File: src/rtl/core/mau_pkg.sv
// package of widths and operation codes for the modular arithmetic unit
`default_nettype none

package mau_pkg;

    // field widths
    localparam int OPD_W  = 64;
    localparam int MOD_W  = 63;
    localparam int KIND_W = 2;

    // bit counter for the reduction pass, one operand bit per cycle
    localparam int CNT_W = $clog2(OPD_W);
    localparam logic [CNT_W-1:0] CNT_LAST = CNT_W'(OPD_W - 1);

    // operation codes
    localparam logic [KIND_W-1:0] KIND_ADD = 2'd0;
    localparam logic [KIND_W-1:0] KIND_SUB = 2'd1;
    localparam logic [KIND_W-1:0] KIND_MUL = 2'd2;
    localparam logic [KIND_W-1:0] KIND_RED = 2'd3;

    typedef logic [MOD_W-1:0] t_res;

endpackage

`default_nettype wire

File: src/rtl/core/mau_if.sv
// valid/ready channel interfaces for operand items and results
`default_nettype none

interface mau_in_if;
    import mau_pkg::*;

    logic              valid;
    logic              ready;
    logic [KIND_W-1:0] kind;
    logic [OPD_W-1:0]  operand_a;
    logic [OPD_W-1:0]  operand_b;

    modport source (output valid, output kind, output operand_a, output operand_b,
                    input ready);
    modport sink   (input valid, input kind, input operand_a, input operand_b,
                    output ready);
endinterface

interface mau_out_if;
    import mau_pkg::*;

    logic             valid;
    logic             ready;
    logic [MOD_W-1:0] result;

    modport source (output valid, output result, input ready);
    modport sink   (input valid, input result, output ready);
endinterface

`default_nettype wire

File: src/rtl/core/modular_arithmetic_unit_core.sv
// modular arithmetic unit: bit-serial reduction and interleaved modular multiply
// steps: accept, reduction (one operand bit per cycle, both operands in parallel),
//   sign fix and operation, for multiply one step per bit of the second operand up
//   to its top set bit and one more to see it shifted to zero, then the output register
// one item at a time: a new item is taken only once the last result is in the output register
// reset (synchronous, active low) sets the modulus to 1 and empties the output register
`default_nettype none

module modular_arithmetic_unit_core (
    input  wire                        i_clk,
    input  wire                        i_rst_n,
    input  wire                        i_cfg_we,
    input  wire [mau_pkg::MOD_W-1:0]   i_cfg_data,
    mau_in_if.sink                     i_item,
    mau_out_if.source                  o_res
);
    import mau_pkg::*;

    typedef enum logic [4:0] {
        S_IDLE = 5'b00001,
        S_RED  = 5'b00010,
        S_FIX  = 5'b00100,
        S_MUL  = 5'b01000,
        S_DONE = 5'b10000
    } t_state;

    t_state            r_state, n_state;
    logic [MOD_W-1:0]  r_mod;
    logic [KIND_W-1:0] r_kind;
    logic              r_neg_a, r_neg_b;
    logic [OPD_W-1:0]  r_mag_a, r_mag_b;
    logic [MOD_W-1:0]  r_a, r_b, r_acc;
    logic [CNT_W-1:0]  r_cnt;
    logic              r_out_valid;
    logic [MOD_W-1:0]  r_out_result;

    logic [MOD_W-1:0]  w_mod;
    logic [OPD_W-1:0]  w_mod_x;
    logic [OPD_W-1:0]  w_ta, w_tb, w_da, w_db;
    logic [OPD_W-1:0]  w_in_mag_a, w_in_mag_b;
    logic [MOD_W-1:0]  w_fix_a, w_fix_b, w_op_res;
    logic              w_accept, w_out_free;

    // modular add with no overflow: compare against m minus the addend
    function automatic logic [MOD_W-1:0] mod_add(input logic [MOD_W-1:0] a,
                                                 input logic [MOD_W-1:0] b,
                                                 input logic [MOD_W-1:0] m);
        logic [MOD_W-1:0] gap;
        gap = m - b;
        if (a >= gap) begin
            mod_add = a - gap;
        end else begin
            mod_add = a + b;
        end
    endfunction

    // a zero modulus acts as one
    assign w_mod   = (r_mod == '0) ? MOD_W'(1) : r_mod;
    assign w_mod_x = {1'b0, w_mod};

    // magnitudes of the signed operands
    assign w_in_mag_a = i_item.operand_a[OPD_W-1] ? (~i_item.operand_a + OPD_W'(1))
                                                  : i_item.operand_a;
    assign w_in_mag_b = i_item.operand_b[OPD_W-1] ? (~i_item.operand_b + OPD_W'(1))
                                                  : i_item.operand_b;

    // restoring remainder step, next magnitude bit shifted in
    assign w_ta = {r_a, r_mag_a[OPD_W-1]};
    assign w_tb = {r_b, r_mag_b[OPD_W-1]};
    assign w_da = w_ta - w_mod_x;
    assign w_db = w_tb - w_mod_x;

    // negative operand with nonzero remainder moves up by m
    assign w_fix_a = (r_neg_a && r_a != '0) ? (w_mod - r_a) : r_a;
    assign w_fix_b = (r_neg_b && r_b != '0) ? (w_mod - r_b) : r_b;

    // single-step operations on the corrected operands
    always_comb begin
        case (r_kind)
            KIND_ADD: w_op_res = mod_add(w_fix_a, w_fix_b, w_mod);
            KIND_SUB: w_op_res = (w_fix_a < w_fix_b) ? (w_fix_a + (w_mod - w_fix_b))
                                                     : (w_fix_a - w_fix_b);
            KIND_RED: w_op_res = w_fix_a;
            default:  w_op_res = '0;
        endcase
    end

    assign i_item.ready = (r_state == S_IDLE);
    assign w_accept     = i_item.valid && i_item.ready;
    assign w_out_free   = !r_out_valid || o_res.ready;
    assign o_res.valid  = r_out_valid;
    assign o_res.result = r_out_result;

    // next state
    always_comb begin
        n_state = r_state;
        case (r_state)
            S_IDLE: if (w_accept) n_state = S_RED;
            S_RED:  if (r_cnt == CNT_LAST) n_state = S_FIX;
            S_FIX:  n_state = (r_kind == KIND_MUL) ? S_MUL : S_DONE;
            S_MUL:  if (r_b == '0) n_state = S_DONE;
            S_DONE: if (w_out_free) n_state = S_IDLE;
            default: n_state = S_IDLE;
        endcase
    end

    // control registers
    always_ff @(posedge i_clk) begin
        if (!i_rst_n) begin
            r_state     <= S_IDLE;
            r_mod       <= MOD_W'(1);
            r_out_valid <= 1'b0;
        end else begin
            r_state <= n_state;
            if (i_cfg_we) begin
                r_mod <= i_cfg_data;
            end
            if (r_state == S_DONE && w_out_free) begin
                r_out_valid <= 1'b1;
            end else if (o_res.ready) begin
                r_out_valid <= 1'b0;
            end
        end
    end

    // datapath registers
    always_ff @(posedge i_clk) begin
        case (r_state)
            S_IDLE: begin
                r_kind  <= i_item.kind;
                r_neg_a <= i_item.operand_a[OPD_W-1];
                r_neg_b <= i_item.operand_b[OPD_W-1];
                r_mag_a <= w_in_mag_a;
                r_mag_b <= w_in_mag_b;
                r_a     <= '0;
                r_b     <= '0;
                r_cnt   <= '0;
            end
            S_RED: begin
                r_a     <= (w_ta >= w_mod_x) ? w_da[MOD_W-1:0] : w_ta[MOD_W-1:0];
                r_b     <= (w_tb >= w_mod_x) ? w_db[MOD_W-1:0] : w_tb[MOD_W-1:0];
                r_mag_a <= {r_mag_a[OPD_W-2:0], 1'b0};
                r_mag_b <= {r_mag_b[OPD_W-2:0], 1'b0};
                r_cnt   <= r_cnt + CNT_W'(1);
            end
            S_FIX: begin
                r_a   <= w_fix_a;
                r_b   <= w_fix_b;
                r_acc <= w_op_res;
            end
            S_MUL: begin
                // one bit of the second operand per cycle, lowest first
                if (r_b != '0) begin
                    if (r_b[0]) begin
                        r_acc <= mod_add(r_acc, r_a, w_mod);
                    end
                    r_a <= mod_add(r_a, r_a, w_mod);
                    r_b <= {1'b0, r_b[MOD_W-1:1]};
                end
            end
            S_DONE: begin
                if (w_out_free) begin
                    r_out_result <= r_acc;
                end
            end
            default: begin
                r_cnt <= '0;
            end
        endcase
    end

    // a transfer in starts the reduction pass from bit zero
    a_accept_starts: assert property (@(posedge i_clk) disable iff (!i_rst_n)
        w_accept |=> (r_state == S_RED && r_cnt == '0))
        else $error("accepted item did not start reduction");

    // the reduction pass ends after the last operand bit
    a_red_ends: assert property (@(posedge i_clk) disable iff (!i_rst_n)
        (r_state == S_RED && r_cnt == CNT_LAST) |=> (r_state == S_FIX))
        else $error("reduction pass did not end on the last bit");

    // a result appears only out of the done state
    a_out_from_done: assert property (@(posedge i_clk) disable iff (!i_rst_n)
        $rose(r_out_valid) |-> ($past(r_state) == S_DONE))
        else $error("result raised outside the done state");

endmodule

`default_nettype wire

File: src/flat_wrapper.sv
// flat-port wrapper written by rule: the top's interface ports become plain ports
module modular_arithmetic_unit_core_flat import mau_pkg::*;
  (i_clk, i_rst_n, i_cfg_we, i_cfg_data, i_item_valid, i_item_kind, i_item_operand_a, i_item_operand_b, i_item_ready, o_res_valid, o_res_result, o_res_ready);
  mau_in_if i_item_i ();
  mau_out_if o_res_i ();
  input  wire i_clk;
  input  wire i_rst_n;
  input  wire i_cfg_we;
  input  wire [mau_pkg::MOD_W-1:0] i_cfg_data;
  input wire logic [$bits(i_item_i.valid)-1:0] i_item_valid;
  input wire logic [$bits(i_item_i.kind)-1:0] i_item_kind;
  input wire logic [$bits(i_item_i.operand_a)-1:0] i_item_operand_a;
  input wire logic [$bits(i_item_i.operand_b)-1:0] i_item_operand_b;
  output wire logic [$bits(i_item_i.ready)-1:0] i_item_ready;
  output wire logic [$bits(o_res_i.valid)-1:0] o_res_valid;
  output wire logic [$bits(o_res_i.result)-1:0] o_res_result;
  input wire logic [$bits(o_res_i.ready)-1:0] o_res_ready;
  assign i_item_i.valid = i_item_valid;
  assign i_item_i.kind = i_item_kind;
  assign i_item_i.operand_a = i_item_operand_a;
  assign i_item_i.operand_b = i_item_operand_b;
  assign i_item_ready = i_item_i.ready;
  assign o_res_valid = o_res_i.valid;
  assign o_res_result = o_res_i.result;
  assign o_res_i.ready = o_res_ready;
  modular_arithmetic_unit_core u_core (.i_clk(i_clk), .i_rst_n(i_rst_n), .i_cfg_we(i_cfg_we), .i_cfg_data(i_cfg_data), .i_item(i_item_i), .o_res(o_res_i));
endmodule
File: config.mk
export PLATFORM = sky130hd
export DESIGN_NAME = modular_arithmetic_unit_core_flat
export DESIGN_NICKNAME = d
export VERILOG_FILES = /design/src/rtl/core/mau_pkg.sv /design/src/rtl/core/mau_if.sv /design/src/rtl/core/modular_arithmetic_unit_core.sv /design/src/flat_wrapper.sv
export SDC_FILE = /design/constraint.sdc
export NUM_CORES = 2
export LEC_CHECK = 0
export BUFFER_PORTS_ARGS = -buffer_cell sky130_fd_sc_hd__buf_2
export CELL_PAD_IN_SITES_DETAIL_PLACEMENT = 1
export CELL_PAD_IN_SITES_GLOBAL_PLACEMENT = 2
export CORE_UTILIZATION = 39
export CTS_CLUSTER_DIAMETER = 80
export DETAILED_ROUTE_END_ITERATION = 7
export PLACE_DENSITY = 0.9
export SYNTH_ARGS = -nofsm -noshare
export SYNTH_HDL_FRONTEND = slang
export SYNTH_SLANG_ARGS = --single-unit
File: constraint.sdc
create_clock -name i_clk -period 15.1 [get_ports i_clk]
set_clock_uncertainty 0.2 [all_clocks]
set_input_delay 0.755 -clock i_clk [delete_from_list [all_inputs] [get_ports i_clk]]
set_output_delay 0.755 -clock i_clk [all_outputs]
set_load 0.02 [all_outputs]
==> report_table.html <==
<table>
<tr><th>Metric</th><th>Value</th></tr>
<tr><th colspan="2">Synth</th></tr>
<tr><td>Synth unique cells</td><td>just over 100</td></tr>
<tr><td>Cell taking the most area after synthesis</td><td>sky130_fd_sc_hd__edfxtp_1</td></tr>
<tr><td>Yosys warning total</td><td>0</td></tr>
<tr><td>Largest cells by area after synthesis</td><td>sky130_fd_sc_hd__edfxtp_1 (18%), sky130_fd_sc_hd__ha_1 (14%), sky130_fd_sc_hd__a21oi_1 (6.9%), sky130_fd_sc_hd__xnor2_1 (6.3%), sky130_fd_sc_hd__o21ai_0 (4.9%)</td></tr>
<tr><td>Number of nets in the synthesized netlist</td><td>slightly below 10,000</td></tr>
<tr><td>Count leader, synth</td><td>sky130_fd_sc_hd__a21oi_1</td></tr>
<tr><td>Sequential element share of the synthesized area</td><td>0.198</td></tr>
<tr><td>Average size of a mapped cell</td><td>7.60 um2</td></tr>
<tr><td>Count of flip-flops with a built-in enable after synthesis</td><td>slightly below 400</td></tr>
<tr><td>Fraction of registers with async set/reset</td><td>0</td></tr>
<tr><td>Most used flip-flop cell after synthesis</td><td>sky130_fd_sc_hd__edfxtp_1</td></tr>
<tr><td>Number of synthesized register bits</td><td>459</td></tr>
<tr><td>Post-Synthesis Cells</td><td>8,687</td></tr>
<tr><td>Netlist Area Pre-Place</td><td>0.0660 mm2</td></tr>
<tr><td>Fraction of post-synthesis cell area in the top cell type by area</td><td>0.177</td></tr>
<tr><td>Leading cell types by count after synthesis</td><td>sky130_fd_sc_hd__a21oi_1 (905), sky130_fd_sc_hd__nand2_1 (769), sky130_fd_sc_hd__ha_1 (743)</td></tr>
<tr><th colspan="2">Floorplanning</th></tr>
<tr><td>Starting density of the core</td><td>0.394</td></tr>
<tr><td>Die Area</td><td>0.171 mm2</td></tr>
<tr><td>Die Y</td><td>413 um</td></tr>
<tr><td>Standard cell core area</td><td>around 0.17 mm2</td></tr>
<tr><td>Number of rows in the core area</td><td>150</td></tr>
<tr><td>Number of top-level pins</td><td>around 260</td></tr>
<tr><td>Die W</td><td>413 um</td></tr>
<tr><th colspan="2">Timing</th></tr>
<tr><td>Unrepaired setup endpoints after global routing</td><td>no</td></tr>
<tr><td>Min Tclk post-route</td><td>14.37 ns</td></tr>
<tr><td>Fmax</td><td>69.6 MHz</td></tr>
<tr><td>Final period utilization</td><td>0.952</td></tr>
<tr><td>Worst slew pin tran</td><td>~1.5 ns</td></tr>
<tr><td>Worst max-slew margin expressed relative to the limit</td><td>-0.00326</td></tr>
<tr><td>Hold Worst Slack</td><td>0.0722 ns</td></tr>
<tr><td>Final Hold Vio Count</td><td>0</td></tr>
<tr><td>Final slew viol count</td><td>1</td></tr>
<tr><td>Post-Route Setup TNS</td><td>0 ns</td></tr>
<tr><td>Total of endpoints with negative setup slack in the final report</td><td>0</td></tr>
<tr><th colspan="2">CTS</th></tr>
<tr><td>Maximum number of buffers from clock root to sink</td><td>3</td></tr>
<tr><td>Maximum level of the CTS H-tree</td><td>3</td></tr>
<tr><td>Postcts setup bufs</td><td>0</td></tr>
<tr><td>Root buffer cell</td><td>sky130_fd_sc_hd__clkbuf_16</td></tr>
<tr><td>Number of clock sinks</td><td>about 460</td></tr>
<tr><td>Clock tree from TritonCTS</td><td>yes</td></tr>
<tr><td>TritonCTS buffer count</td><td>74</td></tr>
<tr><td>Clk_lat worst skew</td><td>0.75 ns</td></tr>
<tr><td>Number of gates resized after CTS</td><td>0</td></tr>
<tr><td>Worst-path clk slew</td><td>~0.060 ns</td></tr>
<tr><th colspan="2">Detailed routing</th></tr>
<tr><td>Via-per-instance ratio</td><td>6.29</td></tr>
<tr><td>DRT iter0 DRCs</td><td>7,283</td></tr>
<tr><td>Total wire length after detailed routing</td><td>320,000 um</td></tr>
<tr><td>First drt pass iteration count</td><td>6</td></tr>
<tr><td>Avg WL per Cell</td><td>a little under 30 um</td></tr>
<tr><td>Count of unresolved DRC violations after routing</td><td>0</td></tr>
<tr><td>Post-route antenna net violation count</td><td>0</td></tr>
<tr><td>Total via count after detailed routing</td><td>69,267</td></tr>
<tr><th colspan="2">Worst setup path</th></tr>
<tr><td>Kind of start point of the critical path</td><td>flop</td></tr>
<tr><td>Crit path max fanout</td><td>50</td></tr>
<tr><td>Kind of critical path</td><td>flop to flop</td></tr>
<tr><td>Largest stage delay on the critical path</td><td>0.89 ns</td></tr>
<tr><td>Signal arrival time at the worst endpoint</td><td>approximately 15 ns</td></tr>
<tr><td>Crit path capture type</td><td>flop</td></tr>
<tr><td>Slowest-stage cell, CP</td><td>sky130_fd_sc_hd__o21ai_0</td></tr>
<tr><td>Worst Reg2Reg Path Length in Cells</td><td>44</td></tr>
<tr><td>Worst path required time</td><td>15.35 ns</td></tr>
<tr><td>Reg2Reg Setup Slack</td><td>approximately 0.73 ns</td></tr>
<tr><th colspan="2">GRT</th></tr>
<tr><td>Number of global-route vias before repair</td><td>66,746</td></tr>
<tr><td>Largest net degree at the start of global routing</td><td>253</td></tr>
<tr><td>First-pass GRT wire length</td><td>455,000 um</td></tr>
<tr><td>Number of antenna violations at the first check in global routing</td><td>13</td></tr>
<tr><td>Overflow left after global routing</td><td>0</td></tr>
<tr><td>Overall fraction of global-route tracks in use</td><td>0.362</td></tr>
<tr><th colspan="2">Placement</th></tr>
<tr><td>DPL Wire Length</td><td>265,000 um</td></tr>
<tr><td>Placer Congestion</td><td>1.01</td></tr>
<tr><td>Number of input and output port buffers inserted</td><td>262</td></tr>
<tr><td>Instance area at placement</td><td>roughly 0.070 mm2</td></tr>
<tr><th colspan="2">Outcome</th></tr>
<tr><td>Outcome</td><td>finished, violations left</td></tr>
<tr><td>Violated checks</td><td>max-capacitance violations, max-slew violations</td></tr>
<tr><th colspan="2">Final layout</th></tr>
<tr><td>Share of cells above drive strength 1</td><td>0.0758</td></tr>
<tr><td>Area growth from synthesis to final layout</td><td>9.64%</td></tr>
<tr><td>Final Cell Area</td><td>0.0724 mm2</td></tr>
<tr><td>Net count reported at finish</td><td>9,695</td></tr>
<tr><th colspan="2">Worst hold path</th></tr>
<tr><td>Worst Hold Class</td><td>input port to flop</td></tr>
<tr><td>Worst hold stages</td><td>3</td></tr>
<tr><th colspan="2">Run</th></tr>
<tr><td>Max-cap violation count</td><td>1</td></tr>
</table>
-- worst max-delay path: cells and delay by family, from the launching register on --
kind / cells / cell delay [ns]
AOI/OAI and AO/OA: 21 / 6.73
and+or+nand+nor: 9 / 2.42
adders and majority gates: 6 / 2.30
buffers and inverters: 6 / 1.38
DFF: 1 / 0.62
xor gates and xnor gates: 2 / 0.33
-- worst paths after layout --
kind	startpoint	endpoint
max	u_core.r_mod[2]	u_core.r_acc[12]
min	i_cfg_data[61]	u_core.r_mod[61]
max reg2reg	u_core.r_mod[2]	u_core.r_acc[12]
min reg2reg	u_core.r_mag_b[45]	u_core.r_mag_b[46]
-- state kept, by name, summed over array words and instances, names as in the netlist --
name,count
u_core.r_mag_a,64
u_core.r_mag_b,64
u_core.o_res.result,63
u_core.r_a,63
u_core.r_acc,63
u_core.r_b,63
u_core.r_mod,63
u_core.r_cnt,6
u_core.r_state,5
u_core.r_kind,2
u_core.o_res.valid,1
u_core.r_neg_a,1
u_core.r_neg_b,1
-- placed cells by master, fill, tap and decap left out, drive strengths merged, types with 95 or more instances in the layout --
master	count
a211oi	103
a21o	358
a21oi	907
buf	416
edfxtp	390
ha	743
inv	615
mux2i	108
nand2	770
nand2b	96
nand3	121
nand4	95
nor2	712
nor2b	145
nor3	144
o21ai	653
o21bai	150
xnor2	478
xor2	341
-- through the flow --
| stage | utilization | instances | setup WS, ns |
|---|---|---|---|
| 3_5_place_dp | 0.417 | 10868 | 1.16 |
| 6_report | 0.432 | 11017 | 0.727 |
| 3_3_place_gp | 0.417 | 10868 | 1.35 |
| 5_1_grt | 0.432 | 11009 | 0.316 |
| 4_1_cts | 0.432 | 11007 | 1.03 |
| 2_1_floorplan | - | 8687 | 3.62 |
-- repair_timing --
action	in CTS	in global routing
endpoints found under the hold margin	2	0
hold buffers	2	0
setup endpoints to repair	0	0
-- kinds of logic after synthesis --
group,synth area share
compound gates,0.292
simple gates,0.177
buf+inv,0.0600
xor+xnor,0.109
fa+ha+maj,0.147
flops,0.198
mux,0.0178
-- routing by layer --
metal	GRT usage	share of wire	vias to the layer above
li1	-	-	31744
met1	0.538	0.46	34140
met2	0.493	0.38	2972
met3	0.0916	0.11	399
met4	0.130	0.040	12
met5	0	0.00021	-
-- final cells by class --
cell class	instances	area (um2)
clock buffer	87	1970
multi-input combinational	7183	49200
antenna	10	25.0
sequential	459	13100
clock inverter	50	524
inverter	606	2270
tap	2204	2760
fill	20562	95200
timing repair buffer	418	2590
Power is not shown: default switching activity piles up to over one toggle a cycle in this logic, so the estimate is an artifact.
